$ cat config.mk
export PLATFORM = sky130hd
export DESIGN_NAME = bearing_angle_from_east_north_unit_flat
export DESIGN_NICKNAME = d
export VERILOG_FILES = /design/src/bafen_pkg.sv /design/src/bafen_if.sv /design/src/bafen_fold.sv /design/src/bafen_cordic_stage.sv /design/src/bafen_unfold.sv /design/src/bearing_angle_from_east_north_unit.sv /design/src/flat_wrapper.sv
export SDC_FILE = /design/constraint.sdc
export NUM_CORES = 2
export LEC_CHECK = 0
export BUFFER_PORTS_ARGS = -buffer_cell sky130_fd_sc_hd__clkbuf_2
export CORE_UTILIZATION = 45
export DETAILED_ROUTE_END_ITERATION = 10
export GPL_TIMING_DRIVEN = 0
export SYNTH_ARGS = -nofsm -noshare
export SYNTH_HDL_FRONTEND = slang
export SYNTH_SLANG_ARGS = --single-unit
$ cat constraint.sdc
create_clock -name clk_i -period 10.07 [get_ports clk_i]
set_input_delay 2.014 -clock clk_i [delete_from_list [all_inputs] [get_ports clk_i]]
set_output_delay 2.014 -clock clk_i [all_outputs]
set_load 0.01 [all_outputs]
$ cat src/bafen_pkg.sv
// Package: widths, flag and datapath types, and the CORDIC arctangent table.
`default_nettype none
package bafen_pkg;

  localparam int unsigned COMP_W       = 16;  // input component width
  localparam int unsigned BEARING_W    = 16;  // output binary angle width
  localparam int unsigned MAG_W        = COMP_W + 1;  // magnitude holds 2^15
  localparam int unsigned PRESHIFT     = 16;
  localparam int unsigned X_W          = MAG_W + PRESHIFT + 3;  // CORDIC gain headroom
  localparam int unsigned Z_W          = 32;  // fine angle, 2^31 units equal pi
  localparam int unsigned ANG_W        = 34;  // unfolded angle, holds -pi..pi plus rounding
  localparam int unsigned ATAN_N       = 24;
  localparam int unsigned CORDIC_STEPS_DEF = 16;

  localparam logic signed [ANG_W-1:0] FINE_PI      = ANG_W'(64'sd2147483648);
  localparam logic signed [ANG_W-1:0] FINE_HALF_PI = ANG_W'(64'sd1073741824);
  localparam logic signed [Z_W-1:0]   FINE_QUARTER = 32'sh2000_0000;
  localparam logic signed [ANG_W-1:0] ROUND_HALF   = ANG_W'(64'sd32768);

  // atan(2^-i) in fine units.
  localparam logic signed [Z_W-1:0] ATAN_STEP [ATAN_N] = '{
    32'sh20000000, 32'sh12E4051E, 32'sh09FB385B, 32'sh051111D4,
    32'sh028B0D43, 32'sh0145D7E1, 32'sh00A2F61E, 32'sh00517C55,
    32'sh0028BE53, 32'sh00145F2F, 32'sh000A2F98, 32'sh000517CC,
    32'sh00028BE6, 32'sh000145F3, 32'sh0000A2FA, 32'sh0000517D,
    32'sh000028BE, 32'sh0000145F, 32'sh00000A30, 32'sh00000518,
    32'sh0000028C, 32'sh00000146, 32'sh000000A3, 32'sh00000051
  };

  // Folding flags that ride along with the vector through the pipeline.
  typedef struct packed {
    logic east_pos;
    logic north_pos;
    logic swapped;
    logic big_zero;
    logic small_zero;
  } octant_t;

  typedef struct packed {
    logic signed [X_W-1:0] x;
    logic signed [X_W-1:0] y;
    logic signed [Z_W-1:0] z;
    octant_t               oct;
  } cordic_t;

endpackage
`default_nettype wire

$ cat src/bafen_if.sv
// Interfaces: the vector request channel and the bearing result channel.
`default_nettype none
interface bafen_vec_if;
  import bafen_pkg::*;
  logic                     valid;
  logic                     ready;
  logic signed [COMP_W-1:0] east_component;
  logic signed [COMP_W-1:0] north_component;

  modport source (output valid, output east_component, output north_component, input ready);
  modport sink   (input valid, input east_component, input north_component, output ready);
endinterface

interface bafen_bearing_if;
  import bafen_pkg::*;
  logic                        valid;
  logic                        ready;
  logic signed [BEARING_W-1:0] bearing;

  modport source (output valid, output bearing, input ready);
  modport sink   (input valid, input bearing, output ready);
endinterface
`default_nettype wire

$ cat src/bafen_fold.sv
// Fold stage: magnitudes, octant swap, special-case flags, CORDIC seed.
`default_nettype none
module bafen_fold (
  input  wire logic                             clk_i,
  input  wire logic                             rst_ni,
  input  wire logic                             valid_i,
  output logic                                  ready_o,
  input  wire logic signed [bafen_pkg::COMP_W-1:0] east_i,
  input  wire logic signed [bafen_pkg::COMP_W-1:0] north_i,
  output logic                                  valid_o,
  input  wire logic                             ready_i,
  output bafen_pkg::cordic_t                    data_o
);
  import bafen_pkg::*;

  logic signed [MAG_W-1:0] east_ext, north_ext;
  logic        [MAG_W-1:0] east_mag, north_mag, small_mag, big_mag;
  logic                    swap;
  cordic_t                 data_d, data_q;
  logic                    valid_q;

  always_comb begin
    east_ext  = MAG_W'(east_i);
    north_ext = MAG_W'(north_i);
    east_mag  = east_ext[MAG_W-1] ? MAG_W'(-east_ext) : MAG_W'(east_ext);
    north_mag = north_ext[MAG_W-1] ? MAG_W'(-north_ext) : MAG_W'(north_ext);
    swap      = east_mag > north_mag;
    small_mag = swap ? north_mag : east_mag;
    big_mag   = swap ? east_mag : north_mag;

    data_d.x              = $signed({3'b000, big_mag, PRESHIFT'(0)});
    data_d.y              = $signed({3'b000, small_mag, PRESHIFT'(0)});
    data_d.z              = '0;
    data_d.oct.east_pos   = !east_i[COMP_W-1] && (east_i != '0);
    data_d.oct.north_pos  = !north_i[COMP_W-1] && (north_i != '0);
    data_d.oct.swapped    = swap;
    data_d.oct.big_zero   = big_mag == '0;
    data_d.oct.small_zero = small_mag == '0;
  end

  assign ready_o = !valid_q || ready_i;

  always_ff @(posedge clk_i or negedge rst_ni) begin
    if (!rst_ni) begin
      valid_q <= 1'b0;
    end else if (ready_o) begin
      valid_q <= valid_i;
    end
  end

  always_ff @(posedge clk_i) begin
    if (valid_i && ready_o) begin
      data_q <= data_d;
    end
  end

  assign valid_o = valid_q;
  assign data_o  = data_q;
endmodule
`default_nettype wire

$ cat src/bafen_cordic_stage.sv
// One vectoring CORDIC iteration with its own pipeline register.
`default_nettype none
module bafen_cordic_stage #(
  parameter int unsigned STEP = 0
) (
  input  wire logic          clk_i,
  input  wire logic          rst_ni,
  input  wire logic          valid_i,
  output logic               ready_o,
  input  wire bafen_pkg::cordic_t data_i,
  output logic               valid_o,
  input  wire logic          ready_i,
  output bafen_pkg::cordic_t data_o
);
  import bafen_pkg::*;

  logic signed [X_W-1:0] dx, dy;
  logic                  y_pos;
  cordic_t               data_d, data_q;
  logic                  valid_q;

  always_comb begin
    // Arithmetic shifts round toward minus infinity.
    dx     = data_i.y >>> STEP;
    dy     = data_i.x >>> STEP;
    y_pos  = !data_i.y[X_W-1] && (data_i.y != '0);
    data_d = data_i;
    if (y_pos) begin
      data_d.x = data_i.x + dx;
      data_d.y = data_i.y - dy;
      data_d.z = data_i.z + ATAN_STEP[STEP];
    end else begin
      data_d.x = data_i.x - dx;
      data_d.y = data_i.y + dy;
      data_d.z = data_i.z - ATAN_STEP[STEP];
    end
  end

  assign ready_o = !valid_q || ready_i;

  always_ff @(posedge clk_i or negedge rst_ni) begin
    if (!rst_ni) begin
      valid_q <= 1'b0;
    end else if (ready_o) begin
      valid_q <= valid_i;
    end
  end

  always_ff @(posedge clk_i) begin
    if (valid_i && ready_o) begin
      data_q <= data_d;
    end
  end

  assign valid_o = valid_q;
  assign data_o  = data_q;
endmodule
`default_nettype wire

$ cat src/bafen_unfold.sv
// Unfold stages: clamp and octant restore, then quadrant restore and rounding.
`default_nettype none
module bafen_unfold (
  input  wire logic                               clk_i,
  input  wire logic                               rst_ni,
  input  wire logic                               valid_i,
  output logic                                    ready_o,
  input  wire logic signed [bafen_pkg::Z_W-1:0]   z_i,
  input  wire bafen_pkg::octant_t                 oct_i,
  output logic                                    valid_o,
  input  wire logic                               ready_i,
  output logic signed [bafen_pkg::BEARING_W-1:0]  bearing_o
);
  import bafen_pkg::*;

  // First stage: angle inside the first quadrant.
  logic signed [Z_W-1:0]   z_clamp;
  logic signed [ANG_W-1:0] oct_ang, quad_ang_d;
  logic signed [ANG_W-1:0] quad_ang_q;
  logic                    east_pos_q, north_pos_q;
  logic                    a_valid_q, a_ready;

  // Second stage: signed angle rounded to the binary angle.
  logic signed [ANG_W-1:0]     full_ang, rounded;
  logic signed [BEARING_W-1:0] bearing_q;
  logic                        b_valid_q;

  always_comb begin
    if (z_i[Z_W-1]) begin
      z_clamp = '0;
    end else if (z_i > FINE_QUARTER) begin
      z_clamp = FINE_QUARTER;
    end else begin
      z_clamp = z_i;
    end
    if (oct_i.big_zero) begin
      oct_ang = FINE_HALF_PI;
    end else if (oct_i.small_zero) begin
      oct_ang = '0;
    end else begin
      oct_ang = ANG_W'(z_clamp);
    end
    quad_ang_d = oct_i.swapped ? FINE_HALF_PI - oct_ang : oct_ang;
  end

  assign ready_o = !a_valid_q || a_ready;

  always_ff @(posedge clk_i or negedge rst_ni) begin
    if (!rst_ni) begin
      a_valid_q <= 1'b0;
    end else if (ready_o) begin
      a_valid_q <= valid_i;
    end
  end

  always_ff @(posedge clk_i) begin
    if (valid_i && ready_o) begin
      quad_ang_q  <= quad_ang_d;
      east_pos_q  <= oct_i.east_pos;
      north_pos_q <= oct_i.north_pos;
    end
  end

  always_comb begin
    if (north_pos_q && !east_pos_q) begin
      full_ang = -quad_ang_q;
    end else if (!north_pos_q && !east_pos_q) begin
      full_ang = quad_ang_q - FINE_PI;
    end else if (!north_pos_q && east_pos_q) begin
      full_ang = FINE_PI - quad_ang_q;
    end else begin
      full_ang = quad_ang_q;
    end
    // Round to nearest, ties up; plus pi wraps to minus pi by truncation.
    rounded = full_ang + ROUND_HALF;
  end

  assign a_ready = !b_valid_q || ready_i;

  always_ff @(posedge clk_i or negedge rst_ni) begin
    if (!rst_ni) begin
      b_valid_q <= 1'b0;
    end else if (a_ready) begin
      b_valid_q <= a_valid_q;
    end
  end

  always_ff @(posedge clk_i) begin
    if (a_valid_q && a_ready) begin
      bearing_q <= rounded[PRESHIFT +: BEARING_W];
    end
  end

  assign valid_o   = b_valid_q;
  assign bearing_o = bearing_q;
endmodule
`default_nettype wire

$ cat src/bearing_angle_from_east_north_unit.sv
// Top level: pipelined CORDIC bearing (atan2 of east over north) unit.
//
//  Channel    Direction  Handshake     Payload
//  vec_i      in         valid/ready   east_component, north_component (s16 each)
//  bearing_o  out        valid/ready   bearing (s16, 32768 units equal pi)
//
// One request is taken per cycle while no stall backs up to vec_i; the pipeline holds one
// fold stage, one register per CORDIC iteration, and two unfold stages.
// Reset clears only the valid bits of every stage; payload registers hold junk.
// Each stage advances when it is empty or its successor takes its contents, so
// a stall on bearing_o backs up stage by stage and bubbles are squeezed out;
// vec_i.ready drops only when every stage holds a request.
`default_nettype none
module bearing_angle_from_east_north_unit #(
  parameter int unsigned CORDIC_STEPS = bafen_pkg::CORDIC_STEPS_DEF
) (
  input  wire logic      clk_i,
  input  wire logic      rst_ni,
  bafen_vec_if.sink      vec_i,
  bafen_bearing_if.source bearing_o
);
  import bafen_pkg::*;

  // Index 0 is the fold output; index k is the output of CORDIC iteration k-1.
  logic    [CORDIC_STEPS:0] stage_valid;
  logic    [CORDIC_STEPS:0] stage_ready;
  cordic_t                  stage_data [CORDIC_STEPS+1];

  bafen_fold u_fold (
    .clk_i   (clk_i),
    .rst_ni  (rst_ni),
    .valid_i (vec_i.valid),
    .ready_o (vec_i.ready),
    .east_i  (vec_i.east_component),
    .north_i (vec_i.north_component),
    .valid_o (stage_valid[0]),
    .ready_i (stage_ready[0]),
    .data_o  (stage_data[0])
  );

  // The iteration index sets both the shift and the arctangent constant.
  for (genvar i = 0; i < CORDIC_STEPS; i++) begin : g_cordic
    bafen_cordic_stage #(
      .STEP (i)
    ) u_stage (
      .clk_i   (clk_i),
      .rst_ni  (rst_ni),
      .valid_i (stage_valid[i]),
      .ready_o (stage_ready[i]),
      .data_i  (stage_data[i]),
      .valid_o (stage_valid[i+1]),
      .ready_i (stage_ready[i+1]),
      .data_o  (stage_data[i+1])
    );
  end

  bafen_unfold u_unfold (
    .clk_i     (clk_i),
    .rst_ni    (rst_ni),
    .valid_i   (stage_valid[CORDIC_STEPS]),
    .ready_o   (stage_ready[CORDIC_STEPS]),
    .z_i       (stage_data[CORDIC_STEPS].z),
    .oct_i     (stage_data[CORDIC_STEPS].oct),
    .valid_o   (bearing_o.valid),
    .ready_i   (bearing_o.ready),
    .bearing_o (bearing_o.bearing)
  );

`ifndef SYNTHESIS
  // The input stalls only when the whole CORDIC chain is occupied.
  a_stall_only_when_full: assert property (@(posedge clk_i) disable iff (!rst_ni)
    !vec_i.ready |-> (&stage_valid))
    else $error("input stalled while a pipeline stage was empty");

  // An accepted request lands in the fold register on the next cycle.
  a_accept_lands: assert property (@(posedge clk_i) disable iff (!rst_ni)
    (vec_i.valid && vec_i.ready) |=> stage_valid[0])
    else $error("accepted request did not reach the fold stage");

  // A last-iteration result held back by the unfold stages stays put.
  a_cordic_hold: assert property (@(posedge clk_i) disable iff (!rst_ni)
    (stage_valid[CORDIC_STEPS] && !stage_ready[CORDIC_STEPS]) |=>
      (stage_valid[CORDIC_STEPS] && $stable(stage_data[CORDIC_STEPS])))
    else $error("stalled CORDIC output changed or was dropped");
`endif

endmodule
`default_nettype wire
$ cat src/flat_wrapper.sv
// flat-port wrapper written by rule: the top's interface ports become plain ports
module bearing_angle_from_east_north_unit_flat import bafen_pkg::*;
#(
  parameter int unsigned CORDIC_STEPS = bafen_pkg::CORDIC_STEPS_DEF
)
  (clk_i, rst_ni, vec_i_valid, vec_i_east_component, vec_i_north_component, vec_i_ready, bearing_o_valid, bearing_o_bearing, bearing_o_ready);
  bafen_vec_if vec_i_i ();
  bafen_bearing_if bearing_o_i ();
  input  wire logic clk_i;
  input  wire logic rst_ni;
  input wire logic [$bits(vec_i_i.valid)-1:0] vec_i_valid;
  input wire logic [$bits(vec_i_i.east_component)-1:0] vec_i_east_component;
  input wire logic [$bits(vec_i_i.north_component)-1:0] vec_i_north_component;
  output wire logic [$bits(vec_i_i.ready)-1:0] vec_i_ready;
  output wire logic [$bits(bearing_o_i.valid)-1:0] bearing_o_valid;
  output wire logic [$bits(bearing_o_i.bearing)-1:0] bearing_o_bearing;
  input wire logic [$bits(bearing_o_i.ready)-1:0] bearing_o_ready;
  assign vec_i_i.valid = vec_i_valid;
  assign vec_i_i.east_component = vec_i_east_component;
  assign vec_i_i.north_component = vec_i_north_component;
  assign vec_i_ready = vec_i_i.ready;
  assign bearing_o_valid = bearing_o_i.valid;
  assign bearing_o_bearing = bearing_o_i.bearing;
  assign bearing_o_i.ready = bearing_o_ready;
  bearing_angle_from_east_north_unit #(.CORDIC_STEPS(CORDIC_STEPS)) u_core (.clk_i(clk_i), .rst_ni(rst_ni), .vec_i(vec_i_i), .bearing_o(bearing_o_i));
endmodule
==> results.txt <==
----------------------------------------------------
[Status]
  Outcome ... completed

[Timing]
  Headroom to the max-slew limit ... 11.4%
  Setup repair after global routing missed its margin ... no
  Final critical-path setup slack ... 0.997 ns
  Period minus WS final ... 9.07 ns
  Worst Clk Skew ... 0.0587 ns
  Maximum clock frequency ... 0.110 GHz
  Share of the clock period used by the worst path after layout ... 90.1%
  Count of final setup violators ... 0
  Worst-margin pin slew ... 1.32 ns
  Hold Fails Final Rpt ... 0
  Setup_tns ... 0 ns
  Final Max Slew Viols ... 0

[Setup path]
  Type of element launching the critical path ... flop
  CP Capture Type ... flop
  Source of the worst register-to-register timing path ... u_core.g_cordic[5].u_stage.data_o[64]$_DFFE_PP_
  R2R setup slack ... 1.0 ns
  Category of the critical setup timing path ... flop to flop
  Reg-to-Reg End ... u_core.g_cordic[6].u_stage.data_o[108]$_DFFE_PP_
  CP Data Arrival Time ... 9.65 ns
  Worst-path maximum fanout ... 27
  R2R cell count ... 22
  CP required ... 10.65 ns

[Layout]
  Proportion of layout cells with a drive suffix above 1 ... 3.99%
  Area growth, synth to finish ... 9.47%
  Number of nets in the layout ... 14.4k
  Fill cell total of the finished layout ... 24.7k
  Final core area utilization ... 49.7%
  Final Cell Area ... 0.135 sq mm

[Global route]
  Vias in the first global route ... 92.6k
  Remaining global-route overflow ... 0
  Tot GR Track Use ... 23.7%
  Largest net degree at the start of global routing ... 73
  Wire length of the first global-routing pass ... 522,000 microns
  Initial antenna violation count ... 8

[Synthesis]
  Ranking of synthesized cells by instance count ... sky130_fd_sc_hd__edfxtp_1 (1,506), sky130_fd_sc_hd__ha_1 (1,320), sky130_fd_sc_hd__a21oi_1 (1,208)
  Dominant cell type by area after synthesis ... sky130_fd_sc_hd__edfxtp_1
  Synth warnings ... 0
  Proportion of synthesized flip-flops having asynchronous set or reset ... 1.25%
  Ranking of synthesized cells by area ... sky130_fd_sc_hd__edfxtp_1 (37%), sky130_fd_sc_hd__ha_1 (13%), sky130_fd_sc_hd__xnor2_1 (8.3%)
  Post-Syn Area ... 0.123 sq mm
  Number of flops mapped to enable cells by yosys ... 1,506
  Area share of the leading cell type in the synthesized netlist ... 36.8%
  Proportion of synthesized chip area in sequential cells ... 37.1%
  Post-synthesis cell type count ... 96
  Total of flip-flops plus latches after synthesis ... 1,525
  Mean post-synth cell area ... 9.71 sq um
  Most frequent cell after synthesis ... sky130_fd_sc_hd__edfxtp_1
  Instance count of the mapped netlist ... 12.7k
  Most common flop cell mapped by yosys ... sky130_fd_sc_hd__edfxtp_1

[Die]
  Horizontal die dimension ... 525 microns
  Die Area ... 0.276 sq mm
  Std-Cell Core Area ... 0.271 sq mm
  Core Rows ... 191
  Die H ... 525 microns
  Effective utilization at floorplan ... 45.4%
  I/O pin count ... 54

[Clocking]
  Post-CTS repair timing setup buffer count ... 0
  Number of clock sinks seen by CTS ... 1,525
  CTS Root Buffer Type ... sky130_fd_sc_hd__clkbuf_16
  TritonCTS clock tree ... done
  Clock-pin slew reported for the worst setup and hold paths after clock tree synthesis ... 0.06 ns
  Deepest level of the CTS H-tree ... 4
  Count of cells resized by post-cts repair ... 0
  Source-to-sink clock delay at the later pin of the worst-skew pair ... 0.87 ns
  Number of buffers added to fix hold violations after cts ... 0
  Clock buffer count from CTS ... 188
  Maximum number of buffers from clock root to sink ... 4

[Place]
  Placer Congestion ... 0.953
  Setup WS pre-CTS ... 1.23 ns
  Standard cell area after detailed placement ... 0.129 sq mm
  Placed wire-length estimate ... 276,000 microns
  Number of input and output port buffers inserted ... 53

[Worst hold path]
  Hold-critical path depth ... 0
  Hold wc startpoint ... u_core.g_cordic[5].u_stage.data_o[2]$_DFFE_PP_
  Hold/Removal Path Class ... flop to flop
  End point of the most critical hold path ... u_core.g_cordic[6].u_stage.data_o[2]$_DFFE_PP_

[Drt]
  Routed wirelength normalized by instance count ... 20.4 microns
  Total length of routed wires ... 340,000 microns
  Via Count ... 97.5k
  Routed via count divided by cell count ... 5.84
  Number of nets still failing antenna checks after routing ... 0
  Post-detailed-route DRC marker count ... 0
  Iteration-0 DRC count of the detailed router ... 7,394
  TritonRoute pass-1 iters ... 6

[Flow run]
  Max capacitance violation total ... 0

----------------------------------------------------
registers in the layout (all words and copies together) (netlist names):
| name | cells |
|---|---|
| u_core.g_cordic.u_stage.data_o | 1418 |
| u_core.u_fold.data_o | 39 |
| u_core.u_unfold.quad_ang_q | 31 |
| u_core.g_cordic.u_stage.valid_o | 16 |
| u_core.u_unfold.bearing_o | 16 |
| u_core.u_fold.valid_o | 1 |
| u_core.u_unfold.a_valid_q | 1 |
| u_core.u_unfold.east_pos_q | 1 |
| u_core.u_unfold.north_pos_q | 1 |
| u_core.u_unfold.valid_o | 1 |
stage by stage:
step	hold slack [ns]	instances
6_report	0.393	16700
3_3_place_gp	0.401	16300
4_1_cts	0.400	16700
5_1_grt	0.421	16700
3_5_place_dp	0.405	16400
2_1_floorplan	0.400	12700
area by class of cell:
type	count	area, sq um	share of cell area, %
antenna	4	10.0	0.00743
buffer	203	792	0.588
clock buffer	228	4890	3.63
clock inverter	100	1110	0.821
inverter	502	1880	1.40
multi-input combinational	10500	75000	55.7
sequential	1525	45700	33.9
tap	3570	4470	3.32
timing repair buffer	81	896	0.665
critical path: stages (launching register included):
cell                        delay [ns]
sky130_fd_sc_hd__edfxtp_1         0.48
sky130_fd_sc_hd__or3_1            0.44
sky130_fd_sc_hd__or3_1            0.38
sky130_fd_sc_hd__or4_1            0.59
sky130_fd_sc_hd__nor3_1           0.61
sky130_fd_sc_hd__nand2_1          0.34
sky130_fd_sc_hd__nand2b_1         0.21
sky130_fd_sc_hd__clkbuf_1         0.50
sky130_fd_sc_hd__clkbuf_2         0.80
sky130_fd_sc_hd__o21ai_0          0.27
sky130_fd_sc_hd__ha_1             0.28
sky130_fd_sc_hd__fa_1             0.40
sky130_fd_sc_hd__a21o_1           0.17
sky130_fd_sc_hd__a21oi_1          0.27
sky130_fd_sc_hd__nor4b_1          0.15
sky130_fd_sc_hd__or3_1            0.46
sky130_fd_sc_hd__a2111oi_0        1.04
sky130_fd_sc_hd__o21ai_0          0.40
sky130_fd_sc_hd__nand2_1          0.15
sky130_fd_sc_hd__a31oi_1          0.16
sky130_fd_sc_hd__a2111oi_0        0.43
sky130_fd_sc_hd__o21bai_1         0.13
sky130_fd_sc_hd__xnor2_1          0.15
kinds of logic after synthesis:
logic type,count (synthesis),synth area share (%)
fa+ha+maj,1358,14.0
xor+xnor,1811,12.9
simple gates,3406,13.6
mux,75,0.611
flops,1525,37.1
compound gates,3787,19.6
buf+inv,705,2.16
other cells,2,0.00610
per-layer routing:
metal  vias up  track usage, %  share of wire, %
li1      48000               -                 -
met1     46500            31.3                45
met2      2588            40.2                47
met3       508            2.95               5.1
met4         2            7.47               3.2
met5         -               0            0.0038
worst max-delay path by stage:
stage                                                          from  cells after the start                                          endpoint  slack, ns
global placement                                    bearing_o_ready                      8    u_core.g_cordic[2].u_stage.data_o[1]$_DFFE_PP_      -1.52
floorplan                                           bearing_o_ready                      7    u_core.g_cordic[2].u_stage.data_o[0]$_DFFE_PP_       0.89
detailed placement  u_core.g_cordic[5].u_stage.data_o[64]$_DFFE_PP_                     22  u_core.g_cordic[6].u_stage.data_o[108]$_DFFE_PP_       1.23
global route        u_core.g_cordic[5].u_stage.data_o[64]$_DFFE_PP_                     22  u_core.g_cordic[6].u_stage.data_o[108]$_DFFE_PP_       0.65
CTS                 u_core.g_cordic[5].u_stage.data_o[64]$_DFFE_PP_                     22  u_core.g_cordic[6].u_stage.data_o[108]$_DFFE_PP_       1.19
finish              u_core.g_cordic[5].u_stage.data_o[64]$_DFFE_PP_                     22  u_core.g_cordic[6].u_stage.data_o[108]$_DFFE_PP_        1.0
placed cells by master, fill, tap and decap left out, drive strengths merged, types with 33 or more instances in the layout:
cell / n
or2: 65
o41ai: 83
nand2: 723
fa: 37
o31ai: 210
a211oi: 98
edfxtp: 1506
a21boi: 51
xnor2: 1170
xor2: 641
or4: 85
clkbuf: 464
o21bai: 177
nor4: 146
o21ai: 713
clkinv: 65
o21a: 188
or3: 137
a31oi: 94
inv: 509
a21oi: 1209
a21o: 538
and2: 87
nor3: 307
nor2: 983
a211o: 36
mux2i: 74
o211ai: 60
nand3: 232
ha: 1320
conb: 46
nand4: 83
and3: 94
o22ai: 33
buf: 48
nand2b: 214
nor2b: 166
a31o: 37
Power is left out: the tool's default activity adds up to more than one toggle a clock period on the data nets, which glitch-free logic cannot reach.
